File: src/hdl/permutation_cycle_filter_assert.svh
// assertion macros for the permutation cycle filter
`ifndef PERMUTATION_CYCLE_FILTER_ASSERT_SVH
`define PERMUTATION_CYCLE_FILTER_ASSERT_SVH

// same-cycle implication, sampled on clk, off during rst
`define PCF_ASSERT_NOW(label, ante, cons) \
  label: assert property (@(posedge clk) disable iff (rst) (ante) |-> (cons)) \
    else $error("pcf assertion failed");

// next-cycle implication, sampled on clk, off during rst
`define PCF_ASSERT_NEXT(label, ante, cons) \
  label: assert property (@(posedge clk) disable iff (rst) (ante) |=> (cons)) \
    else $error("pcf assertion failed");

`endif

File: src/hdl/pcf_pkg.sv
// shared types and constants of the permutation cycle filter
`default_nettype none

package pcf_pkg;

  localparam int MAX_POINTS   = 15;
  localparam int FIELD_POINTS = 15;
  localparam int PNT_W        = 4;
  localparam int IMAGES_W     = FIELD_POINTS * PNT_W;
  localparam int MULT_W       = 32;
  localparam int CFG_IDX_W    = 2;
  localparam int CFG_DATA_W   = 32;
  localparam int DIGIT_W      = 2;
  localparam int REM_STEPS    = MULT_W / DIGIT_W;

  typedef enum logic [CFG_IDX_W-1:0] {
    REG_DEGREE   = 2'd0,
    REG_PARITY   = 2'd1,
    REG_MULTIPLE = 2'd2
  } cfg_reg_t;

  typedef enum logic [1:0] {
    PAR_EVEN = 2'd0,
    PAR_ODD  = 2'd1,
    PAR_ANY  = 2'd2
  } parity_rule_t;

  typedef enum logic [1:0] {
    ST_IDLE = 2'b01,
    ST_RUN  = 2'b10
  } state_t;

  typedef struct packed {
    logic done;
    logic cyc_odd;
  } walk_stat_t;

endpackage

`default_nettype wire

File: src/hdl/pcf_walk.sv
// cycle walker: visits one point per cycle and records cycle lengths
`default_nettype none

module pcf_walk #(
  parameter int NPTS = pcf_pkg::MAX_POINTS
) (
  input  wire logic                         clk,
  input  wire logic                         rst,
  input  wire logic                         go,
  input  wire logic [pcf_pkg::PNT_W-1:0]    degree,
  input  wire logic [pcf_pkg::IMAGES_W-1:0] images,
  output pcf_pkg::walk_stat_t               stat,
  output logic [NPTS-1:0]                   lenmask
);

  localparam int IDX_W = $clog2(NPTS);
  localparam int LEN_W = $clog2(NPTS + 1);

  logic [pcf_pkg::PNT_W-1:0] img [NPTS];
  logic [NPTS-1:0]           visited;
  logic [NPTS-1:0]           visited_next;
  logic [NPTS-1:0]           in_range;
  logic [IDX_W-1:0]          point;
  logic [IDX_W-1:0]          first_free;
  logic [LEN_W-1:0]          len;
  logic [LEN_W-1:0]          len_next;
  logic [pcf_pkg::PNT_W-1:0] nxt;
  logic                      cont;
  logic                      all_seen;
  logic                      running;
  logic                      done;
  logic                      cyc_odd;

  always_comb begin
    visited_next        = visited;
    visited_next[point] = 1'b1;
    len_next            = len + LEN_W'(1);
    nxt                 = img[point];
    cont                = (nxt < degree) && !visited_next[nxt[IDX_W-1:0]];
    all_seen            = &visited_next;
    first_free          = '0;
    for (int i = NPTS - 1; i >= 0; i--) begin
      if (!visited_next[i]) begin
        first_free = IDX_W'(i);
      end
    end
    for (int i = 0; i < NPTS; i++) begin
      in_range[i] = pcf_pkg::PNT_W'(i) < degree;
    end
  end

  always_ff @(posedge clk) begin
    if (rst) begin
      running <= 1'b0;
      done    <= 1'b0;
    end else if (go) begin
      running <= degree != '0;
      done    <= degree == '0;
    end else if (running && !cont && all_seen) begin
      running <= 1'b0;
      done    <= 1'b1;
    end
  end

  always_ff @(posedge clk) begin
    if (go) begin
      for (int i = 0; i < NPTS; i++) begin
        img[i] <= images[pcf_pkg::PNT_W*i +: pcf_pkg::PNT_W];
      end
      visited <= ~in_range;
      point   <= '0;
      len     <= '0;
      lenmask <= '0;
      cyc_odd <= degree != '0;
    end else if (running) begin
      visited <= visited_next;
      if (cont) begin
        point <= nxt[IDX_W-1:0];
        len   <= len_next;
      end else begin
        // cycle closed: its length is len + 1
        lenmask[len[IDX_W-1:0]] <= 1'b1;
        len                     <= '0;
        if (!all_seen) begin
          point   <= first_free;
          cyc_odd <= ~cyc_odd;
        end
      end
    end
  end

  assign stat.done    = done;
  assign stat.cyc_odd = cyc_odd;

endmodule

`default_nettype wire

File: src/hdl/pcf_rem.sv
// remainder lanes: order multiple modulo every possible cycle length
`default_nettype none

module pcf_rem #(
  parameter int NPTS = pcf_pkg::MAX_POINTS
) (
  input  wire logic                       clk,
  input  wire logic                       rst,
  input  wire logic                       go,
  input  wire logic [pcf_pkg::MULT_W-1:0] multiple,
  output logic                            done,
  output logic [NPTS-1:0]                 div_ok
);

  localparam int RW    = $clog2(NPTS + 1);
  localparam int VW    = RW + pcf_pkg::DIGIT_W;
  localparam int CNT_W = $clog2(pcf_pkg::REM_STEPS);

  logic [pcf_pkg::MULT_W-1:0]  sr;
  logic [CNT_W-1:0]            cnt;
  logic                        running;
  logic [pcf_pkg::DIGIT_W-1:0] digit;

  assign digit = sr[pcf_pkg::MULT_W-1 -: pcf_pkg::DIGIT_W];

  always_ff @(posedge clk) begin
    if (rst) begin
      running <= 1'b0;
      done    <= 1'b0;
    end else if (go) begin
      running <= 1'b1;
      done    <= 1'b0;
    end else if (running && cnt == CNT_W'(pcf_pkg::REM_STEPS - 1)) begin
      running <= 1'b0;
      done    <= 1'b1;
    end
  end

  always_ff @(posedge clk) begin
    if (go) begin
      sr  <= multiple;
      cnt <= '0;
    end else if (running) begin
      sr  <= sr << pcf_pkg::DIGIT_W;
      cnt <= cnt + CNT_W'(1);
    end
  end

  for (genvar g = 0; g < NPTS; g++) begin : g_lane
    localparam logic [VW-1:0] K = VW'(g + 1);

    logic [RW-1:0] rem;
    logic [VW-1:0] v0;
    logic [VW-1:0] v1;
    logic [VW-1:0] v2;

    // rem < k so v0 < 4k: two conditional subtracts bring it below k
    always_comb begin
      v0 = {rem, digit};
      v1 = (v0 >= (K << 1)) ? v0 - (K << 1) : v0;
      v2 = (v1 >= K) ? v1 - K : v1;
    end

    always_ff @(posedge clk) begin
      if (go) begin
        rem <= '0;
      end else if (running) begin
        rem <= v2[RW-1:0];
      end
    end

    assign div_ok[g] = rem == '0;
  end

endmodule

`default_nettype wire

File: src/hdl/permutation_cycle_filter.sv
// result: strobed on done once the remainder lanes and the cycle walk have both finished
// a new transaction is taken only while idle; busy stays high until the result is strobed
// the remainder lanes step through the 32-bit multiple, two bits a cycle,
// and bound the time; the cycle walk visits each point once, at most 15
// reset: degree 15, parity rule any, multiple 0; no transaction in flight
// the receiver cannot stall: done is high for exactly one cycle per result
`default_nettype none

`include "permutation_cycle_filter_assert.svh"

module permutation_cycle_filter #(
  parameter int MAX_POINTS = pcf_pkg::MAX_POINTS
) (
  input  wire logic                           clk,
  input  wire logic                           rst,
  input  wire logic                           start,
  output logic                                busy,
  input  wire logic [pcf_pkg::IMAGES_W-1:0]   images,
  input  wire logic                           cfg_write,
  input  wire logic [pcf_pkg::CFG_IDX_W-1:0]  cfg_index,
  input  wire logic [pcf_pkg::CFG_DATA_W-1:0] cfg_data,
  output logic                                done,
  output logic                                odd_parity,
  output logic                                order_ok,
  output logic                                accepted
);

  localparam int NPTS = (MAX_POINTS < pcf_pkg::FIELD_POINTS) ?
                        MAX_POINTS : pcf_pkg::FIELD_POINTS;

  pcf_pkg::state_t            state;
  logic [pcf_pkg::PNT_W-1:0]  degree;
  logic [1:0]                 parity_rule;
  logic [pcf_pkg::MULT_W-1:0] multiple;
  logic [pcf_pkg::PNT_W-1:0]  degree_eff;
  logic                       go;
  logic                       fin;
  pcf_pkg::walk_stat_t        walk_stat;
  logic [NPTS-1:0]            lenmask;
  logic                       rem_done;
  logic [NPTS-1:0]            div_ok;
  logic                       odd_next;
  logic                       order_ok_next;
  logic                       parity_ok;

  assign degree_eff = (degree > pcf_pkg::PNT_W'(NPTS)) ? pcf_pkg::PNT_W'(NPTS) : degree;
  assign busy       = state == pcf_pkg::ST_RUN;
  assign go         = start && state == pcf_pkg::ST_IDLE;
  assign fin        = state == pcf_pkg::ST_RUN && walk_stat.done && rem_done;

  always_ff @(posedge clk) begin
    if (rst) begin
      degree      <= pcf_pkg::PNT_W'(15);
      parity_rule <= pcf_pkg::PAR_ANY;
      multiple    <= '0;
    end else if (cfg_write) begin
      case (pcf_pkg::cfg_reg_t'(cfg_index))
        pcf_pkg::REG_DEGREE:   degree      <= cfg_data[pcf_pkg::PNT_W-1:0];
        pcf_pkg::REG_PARITY:   parity_rule <= cfg_data[1:0];
        pcf_pkg::REG_MULTIPLE: multiple    <= cfg_data[pcf_pkg::MULT_W-1:0];
        default: ;
      endcase
    end
  end

  pcf_walk #(.NPTS(NPTS)) u_walk (
    .clk     (clk),
    .rst     (rst),
    .go      (go),
    .degree  (degree_eff),
    .images  (images),
    .stat    (walk_stat),
    .lenmask (lenmask)
  );

  pcf_rem #(.NPTS(NPTS)) u_rem (
    .clk      (clk),
    .rst      (rst),
    .go       (go),
    .multiple (multiple),
    .done     (rem_done),
    .div_ok   (div_ok)
  );

  always_comb begin
    odd_next      = degree_eff[0] ^ walk_stat.cyc_odd;
    order_ok_next = (multiple == '0) || (&(div_ok | ~lenmask));
    case (parity_rule)
      pcf_pkg::PAR_EVEN: parity_ok = !odd_next;
      pcf_pkg::PAR_ODD:  parity_ok = odd_next;
      default:           parity_ok = 1'b1;
    endcase
  end

  always_ff @(posedge clk) begin
    if (rst) begin
      state <= pcf_pkg::ST_IDLE;
      done  <= 1'b0;
    end else begin
      done <= 1'b0;
      case (state)
        pcf_pkg::ST_IDLE: begin
          if (start) begin
            state <= pcf_pkg::ST_RUN;
          end
        end
        pcf_pkg::ST_RUN: begin
          if (fin) begin
            state <= pcf_pkg::ST_IDLE;
            done  <= 1'b1;
          end
        end
        default: state <= pcf_pkg::ST_IDLE;
      endcase
    end
  end

  always_ff @(posedge clk) begin
    if (fin) begin
      odd_parity <= odd_next;
      order_ok   <= order_ok_next;
      accepted   <= parity_ok && order_ok_next;
    end
  end

  `PCF_ASSERT_NEXT(a_start_sets_busy, start && !busy, busy && !done)
  `PCF_ASSERT_NEXT(a_single_strobe, done, !done)
  `PCF_ASSERT_NOW(a_done_when_free, done, !busy)

endmodule

`default_nettype wire
File: config.mk
export PLATFORM = sky130hd
export DESIGN_NAME = permutation_cycle_filter
export DESIGN_NICKNAME = d
export VERILOG_FILES = /design/src/hdl/pcf_pkg.sv /design/src/hdl/pcf_walk.sv /design/src/hdl/pcf_rem.sv /design/src/hdl/permutation_cycle_filter.sv
export VERILOG_INCLUDE_DIRS = /design/src /design/src/hdl
export SDC_FILE = /design/constraint.sdc
export NUM_CORES = 1
export LEC_CHECK = 0
export BUFFER_PORTS_ARGS = -buffer_cell sky130_fd_sc_hd__buf_4
export CAP_MARGIN = 25
export CORE_ASPECT_RATIO = 0.5
export CORE_MARGIN = 10
export CORE_UTILIZATION = 50
export CTS_BUF_LIST = sky130_fd_sc_hd__clkbuf_2
export DETAILED_ROUTE_END_ITERATION = 6
export PLACE_DENSITY = 0.69
export SETUP_SLACK_MARGIN = 0.02
export SYNTH_ARGS = -nofsm -noshare
export SYNTH_HDL_FRONTEND = slang
export SYNTH_SLANG_ARGS = --single-unit
File: constraint.sdc
create_clock -name clk -period 5.04 [get_ports clk]
set_input_delay 1.26 -clock clk [delete_from_list [all_inputs] [get_ports clk]]
set_output_delay 1.26 -clock clk [all_outputs]
set_load 0.05 [all_outputs]
==> impl_metrics.py <==
metrics = {
    "sta": {
        "period_needed_ns": 4.35,
        "worst_pin_slew_ns": 0.952,
        "setup_tns_ns": 0,
        "finalClockSkew_ns": 0.0626,
        "rsz0062_at_grt": "false",
        "max_slew_margin": 0.357,
        "hold_violations": 0,
        "slew_violations": 0,
        "setup_viol": 0,
        "max_freq_mhz": 230,
        "fin_crit_sh": 0.862,
    },
    "yosys": {
        "ys_ff_latch": 239,
        "async_reset_ff_frac": 0,
        "yosys.area_share.simple": 0.169,
        "avgSynthCellArea_um2": 9.57,
        "synthXorXnorAreaFrac": 0.0325,
        "syn-cell-area_mm2": 0.0121,
        "synth_nets": 1417,
        "synth_compound_area_frac": 0.157,
        "synthCells": 1268,
        "synthMuxAreaShare": 0.0654,
        "ys_types": 78,
        "yosysWarnings": 0,
        "ys.flop_type": "dfxtp_1",
        "seq_area_frac_synth": 0.486,
        "post_synth_fa_ha_maj_area_fraction": 0.0526,
        "synth_top_family_by_area": "simple AND/OR/NAND/NOR gates",
        "synth-edff-count": 111,
    },
    "drt": {
        "vias": 9737,
        "drt-pass1-iter-count": 6,
        "totalWireLength_um": 29200,
        "vias_per_cell": 5.62,
        "drt_iter0_markers": 919,
        "drtAntennaViolNets": 0,
        "wl_per_cell_um": 16.9,
        "drc": 0,
    },
    "clock_tree": {
        "ctsResizeCount": 0,
        "clock_path_buffers": 3,
        "post-cts-setup-buffer-count": 0,
        "cts_buffers": 54,
        "cts-root-buf": "clkbuf_2",
        "clock_latency_ns": 0.90,
        "htree_num_levels": 2,
        "clock_sinks": 239,
        "hold_buffers": 0,
        "cts_tree": "done",
        "clkTransAtPathRegs_ns": 0.12,
    },
    "place": {
        "io_buffers": 102,
        "dp.cells": 1632,
        "dpl_cell_area_mm2": 0.0131,
        "place.gp.congestion": 0.909,
        "hpwl_um": 20200,
    },
    "power_and_ir_drop": {
        "seq_power_share": 0.410,
        "combPwrFrac": 0.388,
        "power_switching_mw": 2.55,
        "power_leakage_nw": 5.49,
        "clock_power_share": 0.202,
        "power_density_mw_per_mm2": 481,
        "irDropWorstVdd_uv": 261,
        "p_sw_frac": 0.389,
        "p_int_mw": 4.01,
    },
    "cells_and_area": {
        "area_delta_synth_final_pct": 12.4,
        "layout-drive-gt1-share": 0.169,
        "nets": 1522,
        "final_common_cell": "nand2_1",
        "final_area_mm2": 0.0136,
        "final_cells": 1732,
        "final_cell_mix": "nand2_1, dfxtp_1, buf_4",
    },
    "global_routing": {
        "grt_usage": 0.186,
        "antenna_found_initial": 1,
        "grt_pass1_vias": 9617,
        "grt_pass1_wl_um": 47500,
        "grt_max_degree": 76,
        "overflow": 0,
    },
    "flow_run": {
        "maxCapViolations": 0,
    },
    "worst_hold_path": {
        "hold_class": "reg -> reg",
        "hold_start": "u_walk.lenmask[0]",
    },
    "floorplanning": {
        "rows": 40,
        "dieHeight_um": 130,
        "coreArea_mm2": 0.0239,
        "die_w_um": 240,
        "die_area_mm2": 0.0313,
        "num_io_pins": 103,
        "start_util": 0.507,
    },
    "setup_path": {
        "start_kind": "flip-flop",
        "crit_arrival_ns": 5.12,
        "cp_cell_sequence": "mux4_2 -> and2_1 -> a211oi_1 -> a31o_2 -> inv_1 -> ha_1 -> a211oi_1 -> nand2_1 -> a2bb2oi_1 -> nor4b_2 -> a22oi_2 -> and2_1 -> a2111oi_2",
        "slowest_delay_ns": 0.80,
        "crit_required_ns": 5.81,
        "critPathBufInv": 1,
        "critPathMaxFanout": 19,
        "crit_slowest_cell": "dfxtp_1",
        "critPathKind": "reg -> reg",
        "crit_path_end_kind": "flip-flop",
        "path_delay_family": "compound AO/OA/AOI/OAI gates",
    },
    "status": {
        "status": "finished, final reports clean",
    },
}
## layout make-up
| class | instances | area [um2] |
|---|---|---|
| sequential | 239 | 5900 |
| tap | 315 | 394 |
| clock buffer | 81 | 405 |
| antenna | 1 | 2.50 |
| clock inverter | 18 | 135 |
| multi-input combinational | 921 | 5790 |
| timing repair buffer | 114 | 856 |
| inverter | 43 | 164 |
| fill | 2118 | 10300 |
## worst register-to-register path, delay by kind of cell (launching register included)
| kind | cells | cell delay [ns] |
|---|---|---|
| adder cells (fa/ha/maj) | 1 | 0.21 |
| multiplexers | 1 | 0.58 |
| AO/OA/AOI/OAI | 6 | 1.51 |
| buffers and inverters | 1 | 0.11 |
| AND/OR/NAND/NOR | 4 | 1.04 |
| flip-flops | 1 | 0.80 |
## worst paths after layout
| check | end | slack [ns] | cells past startpoint |
|---|---|---|---|
| setup reg to reg | flip-flop | 0.69 | 13 |
| setup / recovery | flip-flop | 0.69 | 13 |
| hold reg to reg | u_walk.lenmask[0] | 0.47 | 2 |
| hold / removal | u_walk.lenmask[0] | 0.47 | 2 |
## power by group through the flow
| stage | Clock (mW) | Combinational [mW] | Sequential [mW] |
|---|---|---|---|
| after floorplan | 0 | 2.18 | 2.55 |
| after global placement | 0 | 2.41 | 2.71 |
| after detailed placement | 0 | 2.51 | 2.72 |
| after CTS | 1.37 | 2.53 | 2.68 |
| after global routing | 1.48 | 2.85 | 2.74 |
| final | 1.33 | 2.54 | 2.69 |
## Yosys cell counts, types with 11 or more instances
cell type	number	area, um2
a211oi_1	18	135
a21oi_1	107	536
a31oi_1	25	156
clkbuf_1	47	176
dfxtp_1	128	2560
edfxtp_1	111	3330
ha_1	51	638
inv_1	40	150
mux2i_1	44	440
mux4_2	11	248
nand2_1	218	818
nand3_1	24	120
nor2_1	113	424
nor2b_1	16	100
nor3_1	18	90.1
nor4_1	13	81.3
o21ai_0	54	270
xnor2_1	31	272
xor2_1	14	123
## metal layers
layer | up-vias | part of all wire | track usage
li1 | 4804 | - | -
met1 | 4589 | 0.46 | 0.238
met2 | 290 | 0.45 | 0.301
met3 | 54 | 0.069 | 0.0486
met4 | 0 | 0.022 | 0.0669
met5 | - | 0 | 0
## sequential cells by signal, summed over array words and instances (netlist names), 4 cells and up, named ones only
register / flops
u_walk.img: 60
degree: 4
u_walk.visited: 15
u_walk.lenmask: 15
u_rem.sr: 32
u_walk.point: 4
multiple: 32
u_rem.cnt: 4
u_rem.g_lane.rem: 52
u_walk.len: 4
## stage by stage
step / util / total power, mW / hold slack [ns] / setup slack [ns]
after detailed placement: 0.548 / 5.23 / 0.460 / 0.759
after floorplan: - / 4.73 / 0.430 / 0.889
after global routing: 0.570 / 7.07 / 0.432 / 0.303
after global placement: 0.548 / 5.12 / 0.451 / 0.856
final: 0.570 / 6.56 / 0.474 / 0.695
after CTS: 0.570 / 6.59 / 0.458 / 0.737
## cell families after synthesis
kind of cell / after synthesis
mux: 64
compound gates: 300
simple gates: 461
xor+xnor: 45
fa+ha+maj: 51
flops: 239
buf+inv: 108
Power figures use the tool's default switching activity.
